==> src/rtl/qrsfc_pkg.sv <==
// ----------------------------------------------------------------------------
// QRS filter chain package
// Field widths, filter tap positions and reset values shared by the
// filter chain and its checker.
// ----------------------------------------------------------------------------
`default_nettype none

package qrsfc_pkg;

  // port field widths
  localparam int SAMPLE_W = 12;
  localparam int BP_W     = 14;
  localparam int SQ_W     = 24;
  localparam int LIMIT_W  = 30;

  localparam logic [LIMIT_W-1:0] LIMIT_RESET = 30'd4096;

  // low-pass section: y = 2y1 - y2 + x - 2x(n-6) + x(n-12)
  localparam int LP_DEPTH = 12;
  localparam int LP_TAP   = 6;
  localparam int LP_Y_W   = 20;   // stored past outputs
  localparam int LP_ACC_W = 23;   // signed working width
  localparam int LP_OUT_W = 13;   // y >> 5

  // high-pass section: x(n-16) - (sum of last 32) >> 5
  localparam int HP_DEPTH = 32;
  localparam int HP_TAP   = 16;
  localparam int HP_SUM_W = 19;

  // derivative and window scaling
  localparam int DER_W    = 17;
  localparam int DER_SHR  = 3;
  localparam int SUM_SHR  = 5;

endpackage : qrsfc_pkg

`default_nettype wire

==> src/rtl/qrs_filter_chain_unit.sv <==
// ----------------------------------------------------------------------------
// QRS filter chain unit
// Low-pass, high-pass, five-point derivative, squaring and moving window
// integration of a 12-bit ECG sample stream, one result per sample.
// ----------------------------------------------------------------------------
// Pipeline: five registered stages, output included; an accepted sample's
//   result reaches the output register after passing through each in turn.
// Throughput: one sample per cycle; each stage advances whenever the stage
//   ahead is empty or moving, so a full output only stalls what is behind it.
// Reset: synchronous, active low; clears all delay lines, sums and valid bits
//   at once, limit returns to 4096. The window memory is not swept: a fill
//   count treats entries not yet written as zero.
`default_nettype none

module qrs_filter_chain_unit #(
  parameter int WINDOW_LENGTH = 72
) (
  input  logic                                clk,
  input  logic                                rst_n,

  input  logic                                in_valid,
  output logic                                in_ready,
  input  logic [qrsfc_pkg::SAMPLE_W-1:0]      in_ecg_sample,

  output logic                                out_valid,
  input  logic                                out_ready,
  output logic signed [qrsfc_pkg::BP_W-1:0]   out_bandpass_value,
  output logic [qrsfc_pkg::SQ_W-1:0]          out_slope_squared,
  output logic [qrsfc_pkg::LIMIT_W-1:0]       out_integral_value,

  input  logic                                cfg_valid,
  output logic                                cfg_ready,
  input  logic [qrsfc_pkg::LIMIT_W-1:0]       cfg_integral_limit
);

  import qrsfc_pkg::*;

  localparam int PTR_W   = (WINDOW_LENGTH > 1) ? $clog2(WINDOW_LENGTH) : 1;
  localparam int FILL_W  = $clog2(WINDOW_LENGTH + 1);
  localparam int SUM_W   = SQ_W + $clog2(WINDOW_LENGTH);
  localparam int INTEG_W = SUM_W - SUM_SHR;
  localparam int CMP_W   = (INTEG_W > LIMIT_W) ? INTEG_W : LIMIT_W;
  localparam logic [PTR_W-1:0]  LAST_PTR = PTR_W'(WINDOW_LENGTH - 1);
  localparam logic [FILL_W-1:0] FULL_CNT = FILL_W'(WINDOW_LENGTH);

  // --------------------------------------------------------------------------
  // stage handshake
  // --------------------------------------------------------------------------
  logic v1_r, v2_r, v3_r, v4_r, out_valid_r;
  logic acc, adv1, adv2, adv3, adv4;

  assign adv4     = v4_r & (~out_valid_r | out_ready);
  assign adv3     = v3_r & (~v4_r | adv4);
  assign adv2     = v2_r & (~v3_r | adv3);
  assign adv1     = v1_r & (~v2_r | adv2);
  assign in_ready = ~v1_r | adv1;
  assign acc      = in_valid & in_ready;

  always_ff @(posedge clk) begin
    if (!rst_n) begin
      v1_r        <= 1'b0;
      v2_r        <= 1'b0;
      v3_r        <= 1'b0;
      v4_r        <= 1'b0;
      out_valid_r <= 1'b0;
    end else begin
      v1_r        <= acc  | (v1_r & ~adv1);
      v2_r        <= adv1 | (v2_r & ~adv2);
      v3_r        <= adv2 | (v3_r & ~adv3);
      v4_r        <= adv3 | (v4_r & ~adv4);
      out_valid_r <= adv4 | (out_valid_r & ~out_ready);
    end
  end

  // --------------------------------------------------------------------------
  // configuration
  // --------------------------------------------------------------------------
  logic [LIMIT_W-1:0] limit_r;

  assign cfg_ready = 1'b1;

  always_ff @(posedge clk) begin
    if (!rst_n) begin
      limit_r <= LIMIT_RESET;
    end else if (cfg_valid && cfg_ready) begin
      limit_r <= cfg_integral_limit;
    end
  end

  // --------------------------------------------------------------------------
  // stage 1: low-pass, computed on the accepted beat
  // --------------------------------------------------------------------------
  logic [SAMPLE_W-1:0]        lp_dly_r [LP_DEPTH];
  logic [LP_Y_W-1:0]          y1_r, y2_r;
  logic signed [LP_ACC_W-1:0] y_full;
  logic [LP_OUT_W-1:0]        lp_val;
  logic [LP_OUT_W-1:0]        s1_lp_r;

  assign y_full = $signed(LP_ACC_W'(y1_r) << 1) - $signed(LP_ACC_W'(y2_r))
                + $signed(LP_ACC_W'(in_ecg_sample))
                - $signed(LP_ACC_W'(lp_dly_r[LP_TAP-1]) << 1)
                + $signed(LP_ACC_W'(lp_dly_r[LP_DEPTH-1]));

  // negative outputs clip to zero
  assign lp_val = y_full[LP_ACC_W-1] ? '0 : LP_OUT_W'(y_full >>> SUM_SHR);

  always_ff @(posedge clk) begin
    if (!rst_n) begin
      for (int i = 0; i < LP_DEPTH; i++) lp_dly_r[i] <= '0;
      y1_r <= '0;
      y2_r <= '0;
    end else if (acc) begin
      lp_dly_r[0] <= in_ecg_sample;
      for (int i = 1; i < LP_DEPTH; i++) lp_dly_r[i] <= lp_dly_r[i-1];
      y2_r <= y1_r;
      y1_r <= y_full[LP_Y_W-1:0];
    end
  end

  always_ff @(posedge clk) begin
    if (acc) begin
      s1_lp_r <= lp_val;
    end
  end

  // --------------------------------------------------------------------------
  // stage 2: high-pass
  // --------------------------------------------------------------------------
  logic [LP_OUT_W-1:0]    hp_dly_r [HP_DEPTH];
  logic [HP_SUM_W-1:0]    hp_sum_r, hp_sum_nxt;
  logic signed [BP_W:0]   bp_full;
  logic signed [BP_W-1:0] s2_bp_r;

  assign hp_sum_nxt = hp_sum_r + HP_SUM_W'(s1_lp_r) - HP_SUM_W'(hp_dly_r[HP_DEPTH-1]);
  assign bp_full    = $signed({2'b00, hp_dly_r[HP_TAP-1]})
                    - $signed({1'b0, hp_sum_nxt[HP_SUM_W-1:SUM_SHR]});

  always_ff @(posedge clk) begin
    if (!rst_n) begin
      for (int i = 0; i < HP_DEPTH; i++) hp_dly_r[i] <= '0;
      hp_sum_r <= '0;
    end else if (adv1) begin
      hp_dly_r[0] <= s1_lp_r;
      for (int i = 1; i < HP_DEPTH; i++) hp_dly_r[i] <= hp_dly_r[i-1];
      hp_sum_r <= hp_sum_nxt;
    end
  end

  always_ff @(posedge clk) begin
    if (adv1) begin
      s2_bp_r <= bp_full[BP_W-1:0];
    end
  end

  // --------------------------------------------------------------------------
  // stage 3: five-point derivative, floor shift by 3
  // --------------------------------------------------------------------------
  logic signed [BP_W-1:0]  dd_r [4];   // dd_r[k]: band-pass value k+1 beats ago
  logic signed [DER_W-1:0] d_full;
  logic signed [DER_W-1:0] d_shr;
  logic signed [BP_W-1:0]  s3_bp_r, s3_d_r;

  assign d_full = (DER_W'(s2_bp_r) <<< 1) + DER_W'(dd_r[0])
                - DER_W'(dd_r[2]) - (DER_W'(dd_r[3]) <<< 1);
  assign d_shr  = d_full >>> DER_SHR;

  always_ff @(posedge clk) begin
    if (!rst_n) begin
      for (int i = 0; i < 4; i++) dd_r[i] <= '0;
    end else if (adv2) begin
      dd_r[0] <= s2_bp_r;
      for (int i = 1; i < 4; i++) dd_r[i] <= dd_r[i-1];
    end
  end

  always_ff @(posedge clk) begin
    if (adv2) begin
      s3_bp_r <= s2_bp_r;
      s3_d_r  <= d_shr[BP_W-1:0];
    end
  end

  // --------------------------------------------------------------------------
  // stage 4: squaring
  // --------------------------------------------------------------------------
  logic signed [2*BP_W-1:0] sq_full;
  logic signed [BP_W-1:0]   s4_bp_r;
  logic [SQ_W-1:0]          s4_sq_r;

  assign sq_full = s3_d_r * s3_d_r;

  always_ff @(posedge clk) begin
    if (adv3) begin
      s4_bp_r <= s3_bp_r;
      s4_sq_r <= sq_full[SQ_W-1:0];
    end
  end

  // --------------------------------------------------------------------------
  // stage 5: moving window integral into the output register
  // --------------------------------------------------------------------------
  logic [SQ_W-1:0]        win_mem [WINDOW_LENGTH];
  logic [SQ_W-1:0]        win_rd_r;
  logic                   byp_r;
  logic [PTR_W-1:0]       ptr_r, wr_ptr, next_ptr, rd_addr;
  logic [FILL_W-1:0]      fill_r;
  logic [SUM_W-1:0]       win_sum_r, win_sum_nxt;
  logic [SQ_W-1:0]        old_sq;
  logic [CMP_W-1:0]       integ, lim_ext, integ_clamp;
  logic signed [BP_W-1:0] out_bp_r;
  logic [SQ_W-1:0]        out_sq_r;
  logic [LIMIT_W-1:0]     out_integ_r;

  assign wr_ptr   = (ptr_r == LAST_PTR) ? '0 : ptr_r + 1'b1;
  assign next_ptr = (wr_ptr == LAST_PTR) ? '0 : wr_ptr + 1'b1;
  // prefetch the entry the next beat will retire
  assign rd_addr  = adv4 ? next_ptr : wr_ptr;

  // entries not yet written count as zero; a same-address prefetch is stale,
  // so take the square just stored instead
  assign old_sq = (fill_r != FULL_CNT) ? '0 : (byp_r ? out_sq_r : win_rd_r);

  assign win_sum_nxt = win_sum_r - SUM_W'(old_sq) + SUM_W'(s4_sq_r);
  assign integ       = CMP_W'(win_sum_nxt >> SUM_SHR);
  assign lim_ext     = CMP_W'(limit_r);
  assign integ_clamp = (integ > lim_ext) ? lim_ext : integ;

  always_ff @(posedge clk) begin
    if (adv4) begin
      win_mem[wr_ptr] <= s4_sq_r;
    end
    win_rd_r <= win_mem[rd_addr];
  end

  always_ff @(posedge clk) begin
    if (!rst_n) begin
      ptr_r     <= '0;
      fill_r    <= '0;
      win_sum_r <= '0;
      byp_r     <= 1'b0;
    end else begin
      byp_r <= adv4 && (rd_addr == wr_ptr);
      if (adv4) begin
        ptr_r     <= wr_ptr;
        win_sum_r <= win_sum_nxt;
        if (fill_r != FULL_CNT) begin
          fill_r <= fill_r + 1'b1;
        end
      end
    end
  end

  always_ff @(posedge clk) begin
    if (adv4) begin
      out_bp_r    <= s4_bp_r;
      out_sq_r    <= s4_sq_r;
      out_integ_r <= integ_clamp[LIMIT_W-1:0];
    end
  end

  assign out_valid          = out_valid_r;
  assign out_bandpass_value = out_bp_r;
  assign out_slope_squared  = out_sq_r;
  assign out_integral_value = out_integ_r;

endmodule : qrs_filter_chain_unit

`default_nettype wire

==> config.mk <==
export PLATFORM = sky130hd
export DESIGN_NAME = qrs_filter_chain_unit
export DESIGN_NICKNAME = d
export VERILOG_FILES = /design/src/rtl/qrsfc_pkg.sv /design/src/rtl/qrs_filter_chain_unit.sv
export SDC_FILE = /design/constraint.sdc
export NUM_CORES = 2
export LEC_CHECK = 0
export BUFFER_PORTS_ARGS = -buffer_cell sky130_fd_sc_hd__buf_2
export CORE_ASPECT_RATIO = 2
export CORE_MARGIN = 2
export CORE_UTILIZATION = 45
export DETAILED_ROUTE_END_ITERATION = 16
export GPL_TIMING_DRIVEN = 0
export PLACE_DENSITY = 0.63
export SLEW_MARGIN = 20
export SYNTH_ARGS = -nofsm -noshare
export SYNTH_HDL_FRONTEND = slang
export SYNTH_SLANG_ARGS = --single-unit
==> constraint.sdc <==
create_clock -name clk -period 15.15 [get_ports clk]
set_clock_uncertainty 0.1 [all_clocks]
set_input_delay 3.03 -clock clk [delete_from_list [all_inputs] [get_ports clk]]
set_output_delay 3.03 -clock clk [all_outputs]
set_load 0.02 [all_outputs]
**Word-level counts from Yosys, hierarchy flattened**

Memory sizes are Yosys's and may differ from the RTL's. A register that Yosys moved wholly into a read port is not among the register bits.
Cells that the tools add are included.

- Register bits after elaboration: 301
- Logic and storage cells: 194
- Memories: 4
- Output and inout port bits: 71
- Input port bits: 47
- RAM bits: 2344

- Muxes and demuxes: 66
- Reduce and logical (&&, ||, !) cells: 2
- Add/sub/neg operators: 15
- Bitwise logic cells: 78
- Multipliers: 1
- Eq/ne operators: 4
- Order comparisons: 1

Memories:

| memory | words | bits a word | read ports | clocked after Yosys merged registers in | wr ports | RTL line | text |
|---|---|---|---|---|---|---|---|
| win_mem | 72 | 24 | 1 | 1 | 1 | qrs_filter_chain_unit.sv:202 | `logic [SQ_W-1:0] win_mem [WINDOW_LENGTH];` |
| hp_dly_r | 32 | 13 | 32 | 0 | 32 | qrs_filter_chain_unit.sv:129 | `logic [LP_OUT_W-1:0] hp_dly_r [HP_DEPTH];` |
| lp_dly_r | 12 | 12 | 12 | 0 | 12 | qrs_filter_chain_unit.sv:93 | `logic [SAMPLE_W-1:0] lp_dly_r [LP_DEPTH];` |
| dd_r | 4 | 14 | 4 | 0 | 4 | qrs_filter_chain_unit.sv:158 | `logic signed [BP_W-1:0] dd_r [4];` |

Operators with widths:

| kind | count |
|---|---|
| 13-bit two-way mux | 32 |
| 12-bit two-way mux | 12 |
| 1-bit bitwise OR | 58 |
| 14-bit two-way mux | 4 |
| 24-bit two-way mux | 2 |
| 31-bit by 24-bit adder with 31-bit output | 1 |
| 31-bit by 24-bit subtractor with 31-bit output | 1 |
| 26-bit by 30-bit greater-than comparator with 1-bit output | 1 |
| 26-bit two-way mux | 1 |
| 14-bit by 14-bit multiplier with 24-bit output | 1 |
| 22-bit by 13-bit adder with 23-bit output | 1 |
| 23-bit by 13-bit adder with 23-bit output | 1 |
| 23-bit by 14-bit subtractor with 23-bit output | 1 |
| 21-bit by 20-bit subtractor with 22-bit output | 1 |
| 7-bit by 1-bit adder with 7-bit output, second input constant | 3 |
| 7-bit two-way mux | 3 |
| 19-bit by 13-bit adder with 19-bit output | 1 |
| 19-bit by 13-bit subtractor with 19-bit output | 1 |
| 16-bit by 14-bit subtractor with 17-bit output | 1 |
| 17-bit by 15-bit subtractor with 17-bit output | 1 |
| 15-bit by 14-bit adder with 16-bit output | 1 |
| 7-bit equality test, second input constant | 2 |
| 13-bit by 14-bit subtractor with 14-bit output | 1 |
| 1-bit two-way mux | 12 |
| other kinds (6) | 24 |

**Logic depth before layout (Yosys ltp)**

- Depth after elaboration: 15
- Gate-level depth with buffers: 28
- Gate-level depth less buffers: 26

**Worst setup path after synthesis**

No wires, ideal clock.

- Kind: input port to flip-flop
- Start: input port out_ready
- End: memory hp_dly_r[0][0], enable pin
- Setup time: 3014 ps
- Slack: 1194 ps
- Required time: 12036 ps
- Buffers on the path: 2
- Arrival time: 10842 ps
- Cell stages on the path: 7
- Path through: nor2b_2 -> and3_1 -> clkbuf_1 -> nand2_1 -> nand2_1 -> clkbuf_1 -> nand2_1

RTL lines:

| item | RTL line | text |
|---|---|---|
| start, declared | qrs_filter_chain_unit.sv:26 | `input logic out_ready,` |
| end, declared | qrs_filter_chain_unit.sv:129 |  |

**Worst setup path after layout**

- Start: register fill_r[0]
- End: register out_integ_r[24], in the netlist out_integral_value[24], data pin

- Cells in the longest elaborated chain, start to end: 6

RTL lines:

| item | RTL line | text |
|---|---|---|
| start, declared | qrs_filter_chain_unit.sv:206 | `logic [FILL_W-1:0] fill_r;` |
| start signal, assigned | qrs_filter_chain_unit.sv:247 | `fill_r <= fill_r + 1'b1;` |
| 7-bit != test | qrs_filter_chain_unit.sv:221 | `assign old_sq = (fill_r != FULL_CNT) ? '0 : (byp_r ? out_sq_r : win_rd_r);` |
| 24-bit two-way mux | qrs_filter_chain_unit.sv:221 |  |
| 31-bit by 24-bit subtractor with 31-bit output | qrs_filter_chain_unit.sv:223 | `assign win_sum_nxt = win_sum_r - SUM_W'(old_sq) + SUM_W'(s4_sq_r);` |
| 31-bit by 24-bit adder with 31-bit output | qrs_filter_chain_unit.sv:223 |  |
| named net win_sum_nxt[30] | qrs_filter_chain_unit.sv:207 | `logic [SUM_W-1:0] win_sum_r, win_sum_nxt;` |
| 26-bit by 30-bit greater-than comparator with 1-bit output | qrs_filter_chain_unit.sv:226 | `assign integ_clamp = (integ > lim_ext) ? lim_ext : integ;` |
| 26-bit two-way mux | qrs_filter_chain_unit.sv:226 |  |
| named net integ_clamp[24] | qrs_filter_chain_unit.sv:209 | `logic [CMP_W-1:0] integ, lim_ext, integ_clamp;` |
| end signal, assigned | qrs_filter_chain_unit.sv:257 | `out_integ_r <= integ_clamp[LIMIT_W-1:0];` |
| end, declared | qrs_filter_chain_unit.sv:212 | `logic [LIMIT_W-1:0] out_integ_r;` |

The timed path passes the listed nets, and every way through them passes these cells.
A chain may end at the register's enable or synchronous reset.

==> results.json <==
{
  "finalWeightedCongestion": 0.970,
  "yosysSeqAreaShare": 0.678,
  "syn_inst": 6973,
  "antenna_found_initial": 13,
  "cts-resized-gates": 0,
  "drc_errors": 0,
  "start_kind": "flip-flop",
  "syn_to_final_growth_pct": 14.5,
  "timing.fmax_mhz": 119,
  "vias": 61400,
  "ctsRootBufferMaster": "clkbuf_16",
  "synthesis.area_um2": 113000,
  "synth_edf_count": 2431,
  "ant_nets": 0,
  "critical-path-top-delay-family": "simple AND/OR/NAND/NOR gates",
  "row_count": 259,
  "r2r_start": "fill_r[0]$_SDFFE_PN0P_",
  "die_area_um2": 254000,
  "fin_cells": 10900,
  "die_w_um": 358,
  "yosysUniqueCellTypes": 81,
  "ys_seq_elements": 2594,
  "required_ns": 15.64,
  "synth_top_flop_cell": "edfxtp_1",
  "start_util": 0.452,
  "clk_path_buf_depth": 4,
  "die_h_um": 711,
  "grt_first_pass_wirelength_mm": 433,
  "async_reset_ff_frac": 0,
  "cpMostUsedCell": "ha_1",
  "hold_path_class": "flip-flop to flip-flop",
  "worstSkewPairLatency_ns": 0.91,
  "multi_input_area_um2": 33500,
  "max_cap_viol_count": 0,
  "h-tree-depth": 4,
  "cts_setup_buffers": 0,
  "hpwl_mm": 227,
  "relSlewSlack": 0.139,
  "core_area_um2": 249000,
  "period_needed_ns": 8.42,
  "register_area_um2": 76300,
  "layout-drive-gt1-share": 0.174,
  "finalHoldViolations": 0,
  "viasPerCell": 5.61,
  "rsz0062_at_grt": "no",
  "path_buf_inv": 4,
  "avgSynthCellArea_um2": 16.1,
  "end_kind": "flip-flop",
  "drt_iter0_markers": 4897,
  "finalNetCount": 8000,
  "worstMarginPinSlew_ns": 1.26,
  "outcome": "finished clean",
  "routedWlPerCell_um": 27.5,
  "crit_fanout": 10,
  "crit_path_start": "fill_r[0]$_SDFFE_PN0P_",
  "crit_type": "flip-flop to flip-flop",
  "hp-start": "s3_bp_r[0]$_DFFE_PP_",
  "slew_viol_final": 0,
  "path_clk_slew_ns": 0.08,
  "ys_warn_count": 0,
  "firstDrtPassIters": 6,
  "cts_tree": "yes",
  "crit_path_top_delay_cell": "clkbuf_1",
  "fillers": 20200,
  "post-route-period-util": 0.556,
  "cts_sinks": 2594,
  "wl_mm": 301,
  "io_buffers": 114,
  "grt_max_degree": 62,
  "dp_cells": 10500,
  "num_io_pins": 118,
  "cpPeakStageDelay_ns": 0.73,
  "hold_buffers": 0,
  "grt.overflow.total": 0,
  "timing.critical_path.arrival_ns": 8.91,
  "grt_pass1_vias": 64300,
  "cts_made_buffers": 217,
  "setup_viol": 0,
  "grt_usage": 0.237
}
[registers in the layout, summed over array words and instances (netlist names), 7 cells and up]
signal              cells
out_bandpass_value     14
out_slope_squared      23
s1_lp_r                13
win_mem              1656
fill_r                  7
hp_sum_r               19
lp_dly_r              144
win_sum_r              31
dd_r                   56
y2_r                   20
s4_sq_r                23
s2_bp_r                14
s3_d_r                 14
y1_r                   20
out_integral_value     30
lim_ext                30
s4_bp_r                14
win_rd_r               23
s3_bp_r                14
ptr_r                   7
hp_dly_r              416
[logic make-up (layout without fill, tap and decap cells)]
logic type | Yosys count | after routing | share of synthesized area
AOI/OAI and AO/OA | 519 | 519 | 0.0302
xor gates and xnor gates | 136 | 136 | 0.0109
muxes | 654 | 654 | 0.104
and+or+nand+nor | 1775 | 1775 | 0.0799
DFF | 2594 | 2594 | 0.678
other | 2 | 9 | 0.0000667
adders and majority gates | 455 | 455 | 0.0665
buffers and inverters | 838 | 1540 | 0.0303
[path summary, 6_finish.rpt]
| kind | end | slack (ns) | cells after the start |
|---|---|---|---|
| max | out_integral_value[24]$_DFFE_PP_ | 6.73 | 27 |
| min | s4_bp_r[0]$_DFFE_PP_ | 0.31 | 0 |
| max reg2reg | out_integral_value[24]$_DFFE_PP_ | 6.73 | 27 |
| min reg2reg | s4_bp_r[0]$_DFFE_PP_ | 0.31 | 0 |
[layout make-up]
| cell class | count | area share |
|---|---|---|
| clock buffer | 263 | 0.0447 |
| buffer | 342 | 0.0121 |
| inverter | 496 | 0.0144 |
| multi-input combinational | 3546 | 0.260 |
| clock inverter | 138 | 0.0122 |
| tap | 3262 | 0.0317 |
| sequential | 2594 | 0.592 |
| antenna | 2 | 0.0000388 |
| timing repair buffer | 301 | 0.0332 |
[cells in the final DEF (no fill, tap or decap), types with 21 or more instances in the layout]
cell type	instances
a2111oi_2	23
a21o_1	30
a21oi_1	218
and2_1	257
and3_1	413
buf_12	38
buf_16	63
buf_2	200
buf_4	43
buf_8	73
bufinv_16	30
clkbuf_1	231
clkbuf_16	220
clkinv_1	35
clkinv_2	40
dfxtp_1	163
edfxtp_1	2431
fa_1	238
ha_1	217
inv_1	494
mux2_2	25
mux2i_1	213
mux4_2	414
nand2_1	461
nand2b_1	21
nand3_1	127
nor2_1	239
nor2_4	70
nor2b_1	35
nor3_1	52
o21a_1	30
o21ai_0	70
xnor2_1	92
xor2_1	41
[cells in the mapped netlist (7+ instances only)]
cell type  number  area share
mux2_2         25      0.0025
a41oi_1         7     0.00054
nor2b_1        36      0.0020
a31oi_1        16     0.00089
a2111oi_2      21      0.0028
o31a_1          8     0.00062
a211oi_1       19      0.0013
nand4_1        15     0.00083
mux4_2        414       0.083
or2_2           9     0.00050
edfxtp_1     2431        0.65
mux2i_1       215       0.019
o21a_1         30      0.0020
a21oi_1       219      0.0097
a21boi_0        8     0.00053
nand3_1       131      0.0058
buf_1          14     0.00047
nand2_1       466       0.016
nor2_1        309       0.010
ha_1          217       0.024
o21bai_1        7     0.00047
a21o_1         30      0.0020
xnor2_1        92      0.0072
dfxtp_1       163       0.029
and2_1        257       0.014
o21ai_0        71      0.0032
nor3_1         54      0.0024
nor4_1         18      0.0010
and3_1        413       0.023
buf_2          83      0.0037
clkbuf_1      204      0.0068
o31ai_1         8     0.00053
or3_1          17     0.00095
fa_1          238       0.042
xor2_1         42      0.0033
o311ai_0        7     0.00054
inv_1         494       0.016
nand2b_1       21      0.0012
o211ai_1       13     0.00087
buf_4          39      0.0026
[per-stage QoR]
step                      utilization  TNS (ns)  setup slack (ns)  hold WS (ns)  instance area [um^2]
after floorplan                     -         0              1.19         0.300                113000
after global placement          0.471  -1257.84             -3.06         0.304                117000
after detailed placement        0.488         0              6.67         0.305                122000
after CTS                       0.518         0              6.77         0.297                129000
after global routing            0.518         0              6.29         0.317                129000
final                           0.518         0              6.73         0.309                129000
[worst reg2reg max path, cell delays in order (launching register included)]
cell	delay, ns
dfxtp_1	0.37
inv_1	0.09
ha_1	0.20
nor4bb_1	0.14
nand3b_1	0.30
clkbuf_1	0.41
nor2_1	0.13
ha_1	0.29
inv_1	0.04
ha_1	0.21
fa_1	0.46
a211oi_1	0.29
o21ai_0	0.26
a41oi_1	0.25
a21oi_1	0.15
o31ai_1	0.51
nand4_1	0.26
nand2_1	0.13
xnor3_1	0.29
ha_1	0.32
and4_1	0.25
nand3_1	0.17
nor3_1	0.21
o21ai_0	0.18
a211oi_1	0.61
clkbuf_1	0.73
nor4b_1	0.12
nor3_1	0.66
[metal layers]
metal | track usage | part of all wire | up-vias
met1 | 0.248 | 0.33 | 31700
met5 | 0 | 0.000070 | -
li1 | - | - | 27100
met3 | 0.0258 | 0.042 | 714
met4 | 0.167 | 0.084 | 4
met2 | 0.435 | 0.54 | 1850
Power is not shown: default switching activity piles up to over one toggle a cycle in this logic, so the estimate is an artifact.
